File: src/hw/rtl/hgmm_pkg.sv
`timescale 1ns / 1ps
// Shared constants, codes and control types of the height grid normalizer.
package hgmm_pkg;

  localparam int MAX_SIDE = 256;
  localparam int SIDE_W = $clog2(MAX_SIDE + 1);
  localparam int CELLS = MAX_SIDE * MAX_SIDE;
  localparam int ADDR_W = $clog2(CELLS);
  localparam int CNT_W = $clog2(CELLS + 1);
  localparam int USED_W = 2 * SIDE_W;
  localparam int XZC_W = SIDE_W + 8;
  localparam int IDXC_W = USED_W + 16;

  localparam int Q_W = 32;
  localparam int SIDE_REG_W = 9;
  localparam int CFG_IDX_W = 2;
  localparam int STEP_W = 6;
  localparam int MUL_STEPS = 32;
  localparam int DIV_STEPS = 64;

  localparam logic [2:0] OP_WR_XZ = 3'd0;
  localparam logic [2:0] OP_WR_IDX = 3'd1;
  localparam logic [2:0] OP_RD_XZ = 3'd2;
  localparam logic [2:0] OP_RD_IDX = 3'd3;
  localparam logic [2:0] OP_NORM = 3'd4;
  localparam logic [2:0] OP_QUERY = 3'd5;

  localparam logic [1:0] ST_OK = 2'd0;
  localparam logic [1:0] ST_RANGE = 2'd1;
  localparam logic [1:0] ST_FLAT = 2'd2;

  localparam logic [CFG_IDX_W-1:0] CFG_SIDE = 2'd0;
  localparam logic [CFG_IDX_W-1:0] CFG_LOW = 2'd1;
  localparam logic [CFG_IDX_W-1:0] CFG_HIGH = 2'd2;

  typedef struct packed {
    logic take;
    logic item_wr;
    logic item_rd;
    logic rd_keep;
    logic clr_wr;
    logic ptr_clr;
    logic scan;
    logic norm_rd;
    logic num_load;
    logic mul_step;
    logic div_load;
    logic div_step;
    logic cell_wr;
    logic out_load;
  } cmd_t;

  typedef struct packed {
    logic [2:0] op;
    logic inrange;
    logic clr_last;
    logic scan_done;
    logic flat;
    logic ptr_last;
    logic mul_last;
    logic div_last;
    logic out_free;
  } sts_t;

endpackage

File: src/hw/rtl/hgmm_ctrl.sv
`timescale 1ns / 1ps
// Controller state machine of the height grid normalizer.
module hgmm_ctrl import hgmm_pkg::*; (
  input  logic clk_i,
  input  logic rst_ni,
  input  logic in_valid_i,
  output logic in_stall_o,
  input  sts_t sts_i,
  output cmd_t cmd_o
);

  typedef enum logic [12:0] {
    S_CLEAR  = 13'b0000000000001,
    S_IDLE   = 13'b0000000000010,
    S_DECODE = 13'b0000000000100,
    S_RDWAIT = 13'b0000000001000,
    S_SCAN   = 13'b0000000010000,
    S_NRD    = 13'b0000000100000,
    S_NLOAD  = 13'b0000001000000,
    S_MUL    = 13'b0000010000000,
    S_DIVSET = 13'b0000100000000,
    S_DIV    = 13'b0001000000000,
    S_NWR    = 13'b0010000000000,
    S_DONE   = 13'b0100000000000,
    S_SPARE  = 13'b1000000000000
  } state_e;

  state_e state_q, state_d;

  assign in_stall_o = (state_q != S_IDLE);

  always_comb begin
    state_d = state_q;
    cmd_o = '0;
    case (state_q)
      S_CLEAR: begin
        cmd_o.clr_wr = 1'b1;
        if (sts_i.clr_last) begin
          cmd_o.ptr_clr = 1'b1;
          state_d = S_IDLE;
        end
      end
      S_IDLE: begin
        if (in_valid_i) begin
          cmd_o.take = 1'b1;
          state_d = S_DECODE;
        end
      end
      S_DECODE: begin
        state_d = S_DONE;
        if ((sts_i.op == OP_WR_XZ || sts_i.op == OP_WR_IDX) && sts_i.inrange) begin
          cmd_o.item_wr = 1'b1;
        end else if ((sts_i.op == OP_RD_XZ || sts_i.op == OP_RD_IDX) && sts_i.inrange) begin
          cmd_o.item_rd = 1'b1;
          state_d = S_RDWAIT;
        end else if (sts_i.op == OP_NORM || sts_i.op == OP_QUERY) begin
          cmd_o.ptr_clr = 1'b1;
          state_d = S_SCAN;
        end
      end
      S_RDWAIT: begin
        cmd_o.rd_keep = 1'b1;
        state_d = S_DONE;
      end
      S_SCAN: begin
        cmd_o.scan = 1'b1;
        if (sts_i.scan_done) begin
          if (sts_i.op == OP_QUERY || sts_i.flat) begin
            state_d = S_DONE;
          end else begin
            cmd_o.ptr_clr = 1'b1;
            state_d = S_NRD;
          end
        end
      end
      S_NRD: begin
        cmd_o.norm_rd = 1'b1;
        state_d = S_NLOAD;
      end
      S_NLOAD: begin
        cmd_o.num_load = 1'b1;
        state_d = S_MUL;
      end
      S_MUL: begin
        cmd_o.mul_step = 1'b1;
        if (sts_i.mul_last) begin
          state_d = S_DIVSET;
        end
      end
      S_DIVSET: begin
        cmd_o.div_load = 1'b1;
        state_d = S_DIV;
      end
      S_DIV: begin
        cmd_o.div_step = 1'b1;
        if (sts_i.div_last) begin
          state_d = S_NWR;
        end
      end
      S_NWR: begin
        cmd_o.cell_wr = 1'b1;
        state_d = sts_i.ptr_last ? S_DONE : S_NRD;
      end
      S_DONE: begin
        if (sts_i.out_free) begin
          cmd_o.out_load = 1'b1;
          state_d = S_IDLE;
        end
      end
      default: begin
        state_d = S_IDLE;
      end
    endcase
  end

  always_ff @(posedge clk_i or negedge rst_ni) begin
    if (!rst_ni) begin
      state_q <= S_CLEAR;
    end else begin
      state_q <= state_d;
    end
  end

endmodule

File: config.mk
export PLATFORM = sky130hd
export DESIGN_NAME = hgmm_ctrl
export DESIGN_NICKNAME = d
export VERILOG_FILES = /design/src/hw/rtl/hgmm_pkg.sv /design/src/hw/rtl/hgmm_ctrl.sv
export SDC_FILE = /design/constraint.sdc
export NUM_CORES = 1
export LEC_CHECK = 0
export ABC_AREA = 1
export BUFFER_PORTS_ARGS = -buffer_cell sky130_fd_sc_hd__buf_4
export CAP_MARGIN = 10
export CELL_PAD_IN_SITES_DETAIL_PLACEMENT = 0
export CELL_PAD_IN_SITES_GLOBAL_PLACEMENT = 1
export CORE_MARGIN = 3
export CORE_UTILIZATION = 36
export DETAILED_ROUTE_END_ITERATION = 6
export GPL_TIMING_DRIVEN = 0
export PLACE_DENSITY_LB_ADDON = 0.1
export SLEW_MARGIN = 40
export SYNTH_ARGS = -nofsm -noshare
export SYNTH_HDL_FRONTEND = slang
export SYNTH_SLANG_ARGS = --single-unit
export TNS_END_PERCENT = 5
File: constraint.sdc
create_clock -name clk_i -period 4.05 [get_ports clk_i]
set_input_delay 0.81 -clock clk_i [delete_from_list [all_inputs] [get_ports clk_i]]
set_output_delay 0.81 -clock clk_i [all_outputs]
set_load 0.01 [all_outputs]
After elaboration in Yosys (flattened, before gate mapping)
Cells that the tools add are included.
{ "totals": {"ff_bits": 13, "inputBits": 14, "word_cells": 69} }
{ "op_classes": {"n_eq_ne": 24, "muxes": 36, "reduce_logical": 8} }
{ "ops": {"columns": ["op", "count"], "rows": [
  ["$pmux W13 S12", 1],
  ["$mux W13", 8],
  ["$mux W12", 3],
  ["$mux W1", 22],
  ["$eq A13 B1 Y1 const B", 1],
  ["$eq A13 B10 Y1 const B", 1],
  ["$eq A13 B11 Y1 const B", 1],
  ["$eq A13 B12 Y1 const B", 1],
  ["$eq A13 B2 Y1 const B", 1],
  ["$eq A13 B3 Y1 const B", 1],
  ["$eq A13 B4 Y1 const B", 1],
  ["$eq A13 B5 Y1 const B", 1],
  ["$eq A13 B6 Y1 const B", 1],
  ["$eq A13 B7 Y1 const B", 1],
  ["$eq A13 B8 Y1 const B", 1],
  ["$eq A13 B9 Y1 const B", 1],
  ["$ne A13 B2 Y1 const B", 1],
  ["$ne A2 B2 Y1 const B", 6],
  ["$eq A3 B2 Y1 const B", 2],
  ["$eq A3 B3 Y1 const B", 2],
  ["$reduce_and A6 Y1", 1],
  ["$logic_or A1 B1 Y1", 4],
  ["$eq A3 B1 Y1 const B", 1],
  ["$logic_not A3 Y1", 1],
  ["other kinds (3)", 4]
]} }

Depth between registers and ports, before layout
{ "depth": {"word_depth": 6, "ltp_mapped": 12} }

Worst setup path after synthesis
OpenSTA, ideal clock, no wires.
{ "synth_timing": {"path_kind": "input to output", "startpoint": "input sts_i[9] in the netlist's numbering", "endpoint": "output cmd_o[8] in the netlist's numbering", "arrival_ps": 1461, "required_ps": 3240, "slack_ps": 1779, "path_stages": 3, "path_buffers": 0, "cell_sequence": "inv_1 -> a31o_2 -> o311ai_1"} }
{ "synth_lines": {"columns": ["item", "line_no", "source"], "rows": [
  ["start, declared", "hgmm_ctrl.sv:8", "input sts_t sts_i,"],
  ["end, declared", "hgmm_ctrl.sv:9", "output cmd_t cmd_o"]
]} }

==> qor.txt <==
xor/xnor share of the synthesized area: 0%
Worst-path clk slew: 80 ps
Bufs on Longest Clock Path: 2
Setup crit end kind: primary output
Core Box Area: 0.00232 mm^2
H-tree depth: 1
clock tree from TritonCTS: built
Worst-Skew Late Latency: 270 ps
Power Total: 514 uW
Yosys cell types: 21
Final Hold Viols: 0
die outline area: 0.00319 mm^2
Hold Crit Class: in2async
Reg with most FFs: state_q
Synth Instances: 144
vias in the first global route: 870
number of routed nets with antenna violations: 0
setup TNS: 0 ps
layout cell share with drive strength beyond 1: 33.0%
Layout Skew: 2.31 ps
Fmax achieved: 0.394 GHz
Sink Count: 12
# Post-CTS Setup Buffers: 0
Horiz. Die Dim: 56.5 um
area occupied by registers: 302 um^2
max-slew violation count: 0
CP Max Fanout: 4
Crit Path Class: reg2out
mux contribution to synthesized area: 0%
vias per inst: 4.52
DP HPWL: 1.86 mm
largest net degree at the start of global routing: 13
slew margin rel.: 75.2%
min cycle time layout: 2540 ps
CP Launch Type: flop
Filler cells: 240
Num CTS Buffers: 3
most frequent cells in the layout: 35 x nand2_1, 29 x inv_1, 28 x buf_4
# IOs: 29
Wirelength per Cell: 10.6 um
Port-buffer cells: 28
1st-iter DRT viols: 14
Initial DRT Pass Iterations: 4
Final WS setup: 1510 ps
CP Data Required Time: 3240 ps
Setup Viol. Count Final: 0
Initial Utilization: 39.6%
Tightest Pin Transition: 369 ps
synth warn: 0
largest family of logic cells by synthesized area: simple AND/OR/NAND/NOR gates
max-capacitance violation count: 0
post-synthesis sequential area ratio: 32.9%
commonest non-fill, non-tap cell in the layout: nand2_1
Syn Area/Cell: 6.37 um^2
Critical Path AT: 1730 ps
first-pass GRT wire length: 3.69 mm
max reg flops: 12
Post-Synth Simple-Gate Area: 49.5%
final period utilization: 62.7%
Rows: 17
Final nets: 191
DIE HEIGHT: 56.5 um
vias post-DR: 922
antenna violations before repair: 0
Hold-fix buffers, CTS: 0
Synth Cell Area: 917 um^2
pre-CTS setup slack: 1620 ps
Yosys reg bits: 12
Antenna Cells: 0
placer congestion estimate: 0.814
Largest regs: state_q x12
multi-input combinational cell area: 488 um^2
CTS root buf: clkbuf_4
LEAKAGE: 0.736 nW
GRT Total Usage: 14.8%
grt total ovfl: 0
Synth Net Count: 158
RSZ-0062 raised after global routing: no
pwr/cell area: 429 mW/mm^2
status: completed
post_cts resized: 0
DRC Markers: 0
Max VDD drop: 0.320 mV
drt total wl: 2.17 mm
complex-gate fraction of the synthesized area: 3.68%
Syn-to-layout area delta: 30.7%
Synth Area in Adders: 0%
-- Yosys cell counts --
library cell	instances	area share [%]
nand2_1	35	14
inv_1	29	12
nor2_1	22	9.0
dfrtp_1	11	30
nand2_2	10	6.8
nand3_1	6	3.3
nor3_1	6	3.3
inv_2	5	2.0
nor2_2	5	3.4
nand4_1	3	2.0
nor2_4	2	2.5
a31o_2	1	0.96
dfstp_2	1	2.9
nand2_4	1	1.2
nand3b_1	1	0.82
nor2_8	1	2.2
nor4_1	1	0.68
o21ai_0	1	0.55
o21ai_1	1	0.55
o22ai_1	1	0.68
o311ai_1	1	0.96
-- metrics by stage --
stage / instance area [um^2] / cells / utilization [%] / hold slack (ps)
6_report: 1200 / 204 / 51.7 / 366
5_1_grt: 1200 / 204 / 51.7 / 355
3_5_place_dp: 1160 / 200 / 50.1 / 618
2_1_floorplan: 917 / 144 / - / 514
3_3_place_gp: 1160 / 200 / 50.1 / 607
4_1_cts: 1200 / 204 / 51.7 / 356
-- power breakdown --
group | leakage, nW | switching, mW | internal, mW | total (mW)
clock | 0.0210 | 0.0422 | 0.0546 | 0.0968
combinational | 0.555 | 0.167 | 0.101 | 0.269
sequential | 0.159 | 0.0137 | 0.135 | 0.149
-- path summary, 6_finish.rpt --
path / from / endpoint / slack [ps] / cells after the start
hold reg to reg: state_q[8] / state_q[10] / 630 / 3
hold / removal: rst_ni / state_q[9] / 370 / 1
setup reg to reg: state_q[8] / state_q[1] / 2500 / 10
max in group asynchronous: rst_ni / state_q[0] / 3450 / 1
min in group clk_i: state_q[8] / state_q[10] / 630 / 3
setup / recovery: state_q[8] / cmd_o[8] / 1510 / 6
-- metal layers --
layer | track usage (%) | up-vias | share of wire, %
met2 | 25.2 | 18 | 52
met5 | 0 | - | 0
met3 | 2.07 | 2 | 4.4
li1 | - | 495 | -
met4 | 6.10 | 0 | 0.74
met1 | 18.4 | 407 | 43
-- cell families (layout without fill, tap and decap cells) --
| group | count (synthesis) | count (layout) |
|---|---|---|
| simple gates | 93 | 93 |
| flops | 12 | 12 |
| buf+inv | 34 | 66 |
| compound gates | 5 | 5 |
-- critical path: stages, from the launching register on --
cell	delay, ps
dfrtp_1	400
nor2_2	170
nand2_2	140
nor2_4	180
nand2_1	150
o311ai_1	250
buf_4	170
-- cell type report --
class	instances	share of cell area [%]
inverters	34	10.6
flip-flops and latches	12	25.2
multi-input cells	98	40.7
clock buffers	4	3.03
well taps	28	2.92
repair buffers	28	17.5
Note: power is estimated with default switching activity, not from simulation.
